--- src/rtl/dvru_pkg.sv ---
// ----------------------------------------------------------------------------
// dvru_pkg
// Shared widths, codes and beat types of the distance-vector route update unit.
// ----------------------------------------------------------------------------
package dvru_pkg;

  localparam int unsigned ROUTER_W        = 7;
  localparam int unsigned COST_W          = 17;
  localparam int unsigned ADV_W           = 16;
  localparam int unsigned MAX_ROUTERS_DEF = 64;

  localparam logic [ROUTER_W-1:0] SELF_ROUTER_RST  = ROUTER_W'(1);
  localparam logic [ROUTER_W-1:0] ROUTER_COUNT_RST = ROUTER_W'(64);
  localparam logic [COST_W-1:0]   INFINITY_RST     = COST_W'(100000);

  // Item kinds
  localparam logic KIND_CLEAR = 1'b0;
  localparam logic KIND_RELAX = 1'b1;

  // Configuration register indexes
  typedef enum logic [1:0] {
    CFG_SELF_ROUTER   = 2'd0,
    CFG_ROUTER_COUNT  = 2'd1,
    CFG_INFINITY_COST = 2'd2
  } cfg_index_e;

  typedef struct packed {
    logic                kind;
    logic [ROUTER_W-1:0] destination;
    logic [ROUTER_W-1:0] neighbour_id;
    logic [ADV_W-1:0]    advertised_cost;
    logic [ADV_W-1:0]    link_delay;
  } in_t;

  typedef struct packed {
    logic [ROUTER_W-1:0] entry_destination;
    logic [COST_W-1:0]   best_cost;
    logic [ROUTER_W-1:0] next_hop;
    logic                changed;
    logic                bad_destination;
  } result_t;

endpackage

--- src/rtl/dvru_ram.sv ---
// ----------------------------------------------------------------------------
// dvru_ram
// Generic simple dual-port RAM, one write and one registered read port.
// ----------------------------------------------------------------------------
module dvru_ram #(
  parameter int unsigned WIDTH = 8,
  parameter int unsigned DEPTH = 64
) (
  input  logic                     clk_i,
  input  logic                     we_i,
  input  logic [$clog2(DEPTH)-1:0] waddr_i,
  input  logic [WIDTH-1:0]         wdata_i,
  input  logic [$clog2(DEPTH)-1:0] raddr_i,
  output logic [WIDTH-1:0]         rdata_o
);

  logic [WIDTH-1:0] mem_q [DEPTH];
  logic [WIDTH-1:0] rdata_q;

  always_ff @(posedge clk_i) begin
    if (we_i) begin
      mem_q[waddr_i] <= wdata_i;
    end
    rdata_q <= mem_q[raddr_i];
  end

  assign rdata_o = rdata_q;

endmodule

--- src/rtl/distance_vector_route_update_unit.sv ---
// ----------------------------------------------------------------------------
// distance_vector_route_update_unit
// Routing table of best cost and next hop per destination, updated by
// Bellman-Ford relaxation. Each accepted item has a read step, which reads
// the table entry from the single table RAM (registered read), then a compute
// step, which compares, writes back and registers the result; busy is high
// during the compute step, so no new item is taken until it is computed.
// Every item yields exactly one result beat, shown on result_o for one cycle
// with done_o high, set by the compute step; the receiver cannot stall
// it. A clear item drops all entries to invalid at once through per-entry
// valid flops, so there is no clearing pass after reset or after a clear.
// Write configuration only while the block is idle.
// ----------------------------------------------------------------------------
module distance_vector_route_update_unit #(
  parameter int unsigned MAX_ROUTERS = dvru_pkg::MAX_ROUTERS_DEF
) (
  input  logic                            clk_i,
  input  logic                            rst_ni,
  // command channel
  input  logic                            start,
  output logic                            busy,
  input  dvru_pkg::in_t                   in_i,
  // result channel
  output logic                            done_o,
  output dvru_pkg::result_t               result_o,
  // configuration write port
  input  logic                            cfg_we_i,
  input  logic [1:0]                      cfg_index_i,
  input  logic [dvru_pkg::COST_W-1:0]     cfg_wdata_i
);

  import dvru_pkg::*;

  localparam int unsigned IDX_W  = $clog2(MAX_ROUTERS);
  localparam int unsigned ENT_W  = COST_W + ROUTER_W;

  // configuration
  logic [ROUTER_W-1:0] self_q;
  logic [ROUTER_W-1:0] count_q;
  logic [COST_W-1:0]   inf_q;

  // control
  logic                   busy_q;
  logic                   done_q;
  logic [MAX_ROUTERS-1:0] valid_q;
  logic                   accept;

  // stage registers of the item in flight (payload, no reset)
  logic                kind_q;
  logic [ROUTER_W-1:0] dest_q;
  logic [ROUTER_W-1:0] nbr_q;
  logic [COST_W-1:0]   sum_q;
  logic                bad_q;
  logic                own_q;
  logic [IDX_W-1:0]    idx_q;
  result_t             result_q;

  // accept-side decode
  logic [ROUTER_W-1:0] dest_m1;
  logic [IDX_W-1:0]    rd_idx;
  logic                bad_d;

  // compute side
  logic [ENT_W-1:0]    ram_rdata;
  logic [ENT_W-1:0]    ram_wdata;
  logic                ram_we;
  logic [COST_W-1:0]   cur_cost;
  logic [ROUTER_W-1:0] cur_hop;
  result_t             result_d;

  assign accept  = start && !busy_q;
  assign dest_m1 = in_i.destination - ROUTER_W'(1);
  assign rd_idx  = dest_m1[IDX_W-1:0];
  assign bad_d   = (in_i.destination == '0) ||
                   (in_i.destination > count_q) ||
                   (in_i.destination > ROUTER_W'(MAX_ROUTERS));

  // Cost and hop of each destination live together in one RAM word.
  dvru_ram #(
    .WIDTH (ENT_W),
    .DEPTH (MAX_ROUTERS)
  ) u_table (
    .clk_i   (clk_i),
    .we_i    (ram_we),
    .waddr_i (idx_q),
    .wdata_i (ram_wdata),
    .raddr_i (rd_idx),
    .rdata_o (ram_rdata)
  );

  // Invalid entries read as infinity with no next hop.
  assign cur_cost  = valid_q[idx_q] ? ram_rdata[ENT_W-1 -: COST_W] : inf_q;
  assign cur_hop   = valid_q[idx_q] ? ram_rdata[ROUTER_W-1:0] : '0;
  assign ram_wdata = {sum_q, nbr_q};

  // Relax: replace only on a strictly smaller offer, so the first one wins ties.
  always_comb begin
    result_d = '0;
    ram_we   = 1'b0;
    if (busy_q && (kind_q == KIND_RELAX)) begin
      result_d.entry_destination = dest_q;
      if (bad_q) begin
        result_d.bad_destination = 1'b1;
      end else if (!own_q) begin
        if (sum_q < cur_cost) begin
          ram_we             = 1'b1;
          result_d.best_cost = sum_q;
          result_d.next_hop  = nbr_q;
          result_d.changed   = 1'b1;
        end else begin
          result_d.best_cost = cur_cost;
          result_d.next_hop  = cur_hop;
        end
      end
    end
  end

  // Configuration registers; unknown indexes are dropped.
  always_ff @(posedge clk_i or negedge rst_ni) begin
    if (!rst_ni) begin
      self_q  <= SELF_ROUTER_RST;
      count_q <= ROUTER_COUNT_RST;
      inf_q   <= INFINITY_RST;
    end else if (cfg_we_i) begin
      case (cfg_index_i)
        CFG_SELF_ROUTER:   self_q  <= cfg_wdata_i[ROUTER_W-1:0];
        CFG_ROUTER_COUNT:  count_q <= cfg_wdata_i[ROUTER_W-1:0];
        CFG_INFINITY_COST: inf_q   <= cfg_wdata_i;
        default: ;
      endcase
    end
  end

  // Control: busy covers the compute cycle, done marks the result beat.
  always_ff @(posedge clk_i or negedge rst_ni) begin
    if (!rst_ni) begin
      busy_q  <= 1'b0;
      done_q  <= 1'b0;
      valid_q <= '0;
    end else begin
      busy_q <= accept;
      done_q <= busy_q;
      if (accept && (in_i.kind == KIND_CLEAR)) begin
        valid_q <= '0;
      end else if (ram_we) begin
        valid_q[idx_q] <= 1'b1;
      end
    end
  end

  // Capture the item on accept, the result at the end of the compute cycle.
  always_ff @(posedge clk_i) begin
    if (accept) begin
      kind_q <= in_i.kind;
      dest_q <= in_i.destination;
      nbr_q  <= in_i.neighbour_id;
      sum_q  <= COST_W'(in_i.advertised_cost) + COST_W'(in_i.link_delay);
      bad_q  <= bad_d;
      own_q  <= (in_i.destination == self_q);
      idx_q  <= rd_idx;
    end
    if (busy_q) begin
      result_q <= result_d;
    end
  end

  assign busy     = busy_q;
  assign done_o   = done_q;
  assign result_o = result_q;

  // Every accepted item yields its result beat after the compute step.
  assert property (@(posedge clk_i) disable iff (!rst_ni)
    accept |=> ##1 done_o)
    else $error("accepted item produced no result beat");

  // The table is only written in the compute cycle of a valid relax item.
  assert property (@(posedge clk_i) disable iff (!rst_ni)
    ram_we |-> (busy_q && (kind_q == KIND_RELAX) && !bad_q && !own_q))
    else $error("table written outside a relax compute cycle");

  // A rejected destination never reports an update.
  assert property (@(posedge clk_i) disable iff (!rst_ni)
    (done_o && result_o.bad_destination) |->
      (!result_o.changed && (result_o.best_cost == '0) && (result_o.next_hop == '0)))
    else $error("bad destination reported a route");

  // No new item while the previous one is still computing.
  assert property (@(posedge clk_i) disable iff (!rst_ni)
    busy_q |=> !busy_q)
    else $error("busy held longer than one compute cycle");

endmodule

--- config.mk ---
export PLATFORM = sky130hd
export DESIGN_NAME = distance_vector_route_update_unit
export DESIGN_NICKNAME = d
export VERILOG_FILES = /design/src/rtl/dvru_pkg.sv /design/src/rtl/dvru_ram.sv /design/src/rtl/distance_vector_route_update_unit.sv
export SDC_FILE = /design/constraint.sdc
export NUM_CORES = 2
export LEC_CHECK = 0
export BUFFER_PORTS_ARGS = -buffer_cell sky130_fd_sc_hd__buf_2
export CAP_MARGIN = 5
export CORE_UTILIZATION = 60
export DETAILED_ROUTE_END_ITERATION = 10
export HOLD_SLACK_MARGIN = 0.06
export PLACE_DENSITY_LB_ADDON = 0.2
export SLEW_MARGIN = 0
export SYNTH_ARGS = -nofsm -noshare
export SYNTH_HDL_FRONTEND = slang
export SYNTH_SLANG_ARGS = --single-unit
export TNS_END_PERCENT = 20
--- constraint.sdc ---
create_clock -name clk_i -period 7.9 [get_ports clk_i]
set_input_delay 0.395 -clock clk_i [delete_from_list [all_inputs] [get_ports clk_i]]
set_output_delay 0.395 -clock clk_i [all_outputs]
set_load 0.02 [all_outputs]
==> impl_metrics.env <==
export IMPL_critical_path_required_ps=8380
export IMPL_utilization=0.693
export IMPL_grt_usage=0.319
export IMPL_ys_warn_count=0
export IMPL_vias=34800
export IMPL_grt_max_degree=110
export IMPL_crit_path_start_kind="flip-flop"
export IMPL_rsz0062_at_grt="no"
export IMPL_crit_chain="mux2_2 -> a221o_1 -> a22oi_1 -> o21ba_1 -> and3_1 -> buf_4 -> mux2i_1 -> ha_1 -> a21o_1 -> a21o_1 -> a211oi_1 -> o21ai_1 -> buf_4 -> or2_4 -> buf_4 -> nor3_2 -> buf_4"
export IMPL_drtIter0Drc=5126
export IMPL_cap_violations=0
export IMPL_avgRoutedWirePerCell_um=35.6
export IMPL_final_net_count=3525
export IMPL_setup_slack_ps=1450
export IMPL_chipHeight_um=338
export IMPL_path_common_cell="buf_4"
export IMPL_syn_area_per_cell_um2=21.6
export IMPL_cts_buffers=169
export IMPL_die_w_um=338
export IMPL_synth_nets=3243
export IMPL_grt_pass1_vias=34200
export IMPL_layout_commonest_cell="edfxtp_1"
export IMPL_grt_overflow_total=0
export IMPL_gp_congestion=0.932
export IMPL_fin_crit_ps=6450
export IMPL_seq_area_frac_synth=0.756
export IMPL_period_share=0.817
export IMPL_hp_class="input pin to flip-flop"
export IMPL_clk_latency_ps=800
export IMPL_slowest_delay_ps=870
export IMPL_crit_slowest_cell="edfxtp_1"
export IMPL_slew_viol_final=0
export IMPL_first_pass_iters=6
export IMPL_yosysUniqueCellTypes=63
export IMPL_cts_reportedPaths_clkPinSlew_ps=60
export IMPL_vias_per_cell=6.89
export IMPL_tns_ps=0
export IMPL_root_buffer="clkbuf_16"
export IMPL_postSynth_asyncResetShare=0.0561
export IMPL_layout_common_cells="edfxtp_1, mux4_2, nand2_1, clkbuf_16, buf_4"
export IMPL_ant_nets=0
export IMPL_cts_tree="done"
export IMPL_finalHoldViolCount=0
export IMPL_powerDensity_nw_per_um2=264
export IMPL_setup_viol=0
export IMPL_rows=122
export IMPL_synth_top_cell_area_share=0.713
export IMPL_status="complete, no violations"
export IMPL_synth_edff_count=1609
export IMPL_ys_seq_elements=1730
export IMPL_ctsHtreeMaxLevel=4
export IMPL_cp_arrival_ps=6940
export IMPL_routed_wl_um=179000
export IMPL_syn_to_final_growth_pct=13.8
export IMPL_worstSetupPathType="flip-flop to flip-flop"
export IMPL_die_area_um2=114000
export IMPL_cp_end_kind="flip-flop"
export IMPL_initial_core_util=0.609
export IMPL_p_leak_nw=25.2
export IMPL_syn_area_um2=67800
export IMPL_synth_area_leaders="edfxtp_1, mux4_2, dfrtp_1, nand2_1, ha_1"
export IMPL_port_buffers=104
export IMPL_cts_setup_buffers=0
export IMPL_peakVddDrop_mv=0.185
export IMPL_whs_ps=98.8
export IMPL_synth_main_ff_cell="edfxtp_1"
export IMPL_final_design_area_no_fill_um2=77200
export IMPL_cp_max_fo=38
export IMPL_drc=0
export IMPL_drive_above_1_share=0.316
export IMPL_max_freq_mhz=155
export IMPL_dp_slack_ps=1670
export IMPL_dpl_instance_area_um2=71100
export IMPL_cts_sinks=1730
export IMPL_ios=105
export IMPL_grt_pass1_wl_um=255000
export IMPL_antenna_found_initial=8
export IMPL_max_slew_margin=0.145
export IMPL_core_um2=111000
export IMPL_syn_inst=3132
export IMPL_tightest_slew_ps=1280
export IMPL_synth_area_leader_cell="edfxtp_1"
export IMPL_clockBufferDepth=3
export IMPL_hpwl_um=108000
export IMPL_finClkSkew_ps=44.5
## what timing repair did
item,4_1_cts,5_1_grt
hold endpoints to repair,68,0
resized for setup,0,0
hold buffers,37,0
## worst max-delay path: cells and delay by family, from the launching register on
family          cells  cell delay, ps
compound gates      7            1520
simple gates        3            1520
buf+inv             4            1240
flops               1             870
mux                 2             690
fa+ha+maj           1             280
## metal layers
metal	vias up	GRT usage	wire [um]
met5	-	0	65
met4	10	0.116	6700
met3	317	0.0790	21900
met2	2459	0.472	82800
met1	18300	0.469	68000
li1	13700	-	-
## metrics by stage
step	instances	power [W]
floorplan	3132	0.0115
global placement	4694	0.0122
detailed placement	4694	0.0123
CTS	5045	0.0204
global route	5045	0.0209
finish	5046	0.0204
## cells in the mapped netlist (21+ instances only)
cell type,instances
nor3_1,78
ha_1,40
buf_2,26
a211oi_1,21
mux2_2,32
dfxtp_1,24
nand2_1,179
and3_1,33
buf_1,35
o31ai_1,55
inv_1,24
a31oi_1,27
dfrtp_1,89
clkbuf_1,115
edfxtp_1,1609
mux4_2,488
mux2i_1,39
## registers in the layout (all words and copies together), names as in the netlist
signal / cells
kind_q: 1
idx_q: 6
busy: 1
done_o: 1
result_o: 33
bad_q: 1
inf_q: 17
sum_q: 17
self_q: 7
u_table.rdata_o: 24
count_q: 7
nbr_q: 7
valid_q: 64
u_table.mem_q: 1536
dest_q: 7
own_q: 1
## power by group
group	total [W]	switching [W]	internal [W]	leakage, nW
logic	0.00184	0.00122	0.000614	6.46
clock network	0.00827	0.00342	0.00484	2.77
registers	0.0103	0.0000698	0.0102	16.0
total	0.0204	0.00472	0.0157	25.2
## kinds of logic (layout without fill, tap and decap cells)
kind of cell | Yosys count | count (layout) | share of synthesized area
DFF | 1730 | 1730 | 0.756
and+or+nand+nor | 392 | 392 | 0.0284
muxes | 559 | 559 | 0.173
adders and majority gates | 41 | 41 | 0.00768
buffers and inverters | 213 | 638 | 0.0135
other | 0 | 1 | 0
xor gates and xnor gates | 24 | 24 | 0.00310
AOI/OAI and AO/OA | 173 | 173 | 0.0184
## layout make-up
class / count / area, um^2
tap: 1488 / 1860
inverter: 24 / 90.1
clock inverter: 101 / 1240
clock buffer: 213 / 4460
timing repair buffer: 300 / 2230
antenna: 1 / 2.50
multi-input combinational: 1189 / 16000
sequential: 1730 / 51200
fill: 6579 / 34100
## final timing paths
kind | start | to | slack, ps | cells past startpoint
min in group asynchronous | rst_ni | self_q[0] | 170 | 2
max in group asynchronous | rst_ni | busy | 6520 | 3
setup / recovery | idx_q[1] | u_table.mem_q[54][19] | 1450 | 17
hold / removal | in_i[27] | sum_q[11] | 100 | 3
setup reg to reg | idx_q[1] | u_table.mem_q[54][19] | 1450 | 17
hold reg to reg | valid_q[63] | valid_q[63] | 480 | 2
(Power assumes the default switching activity.)
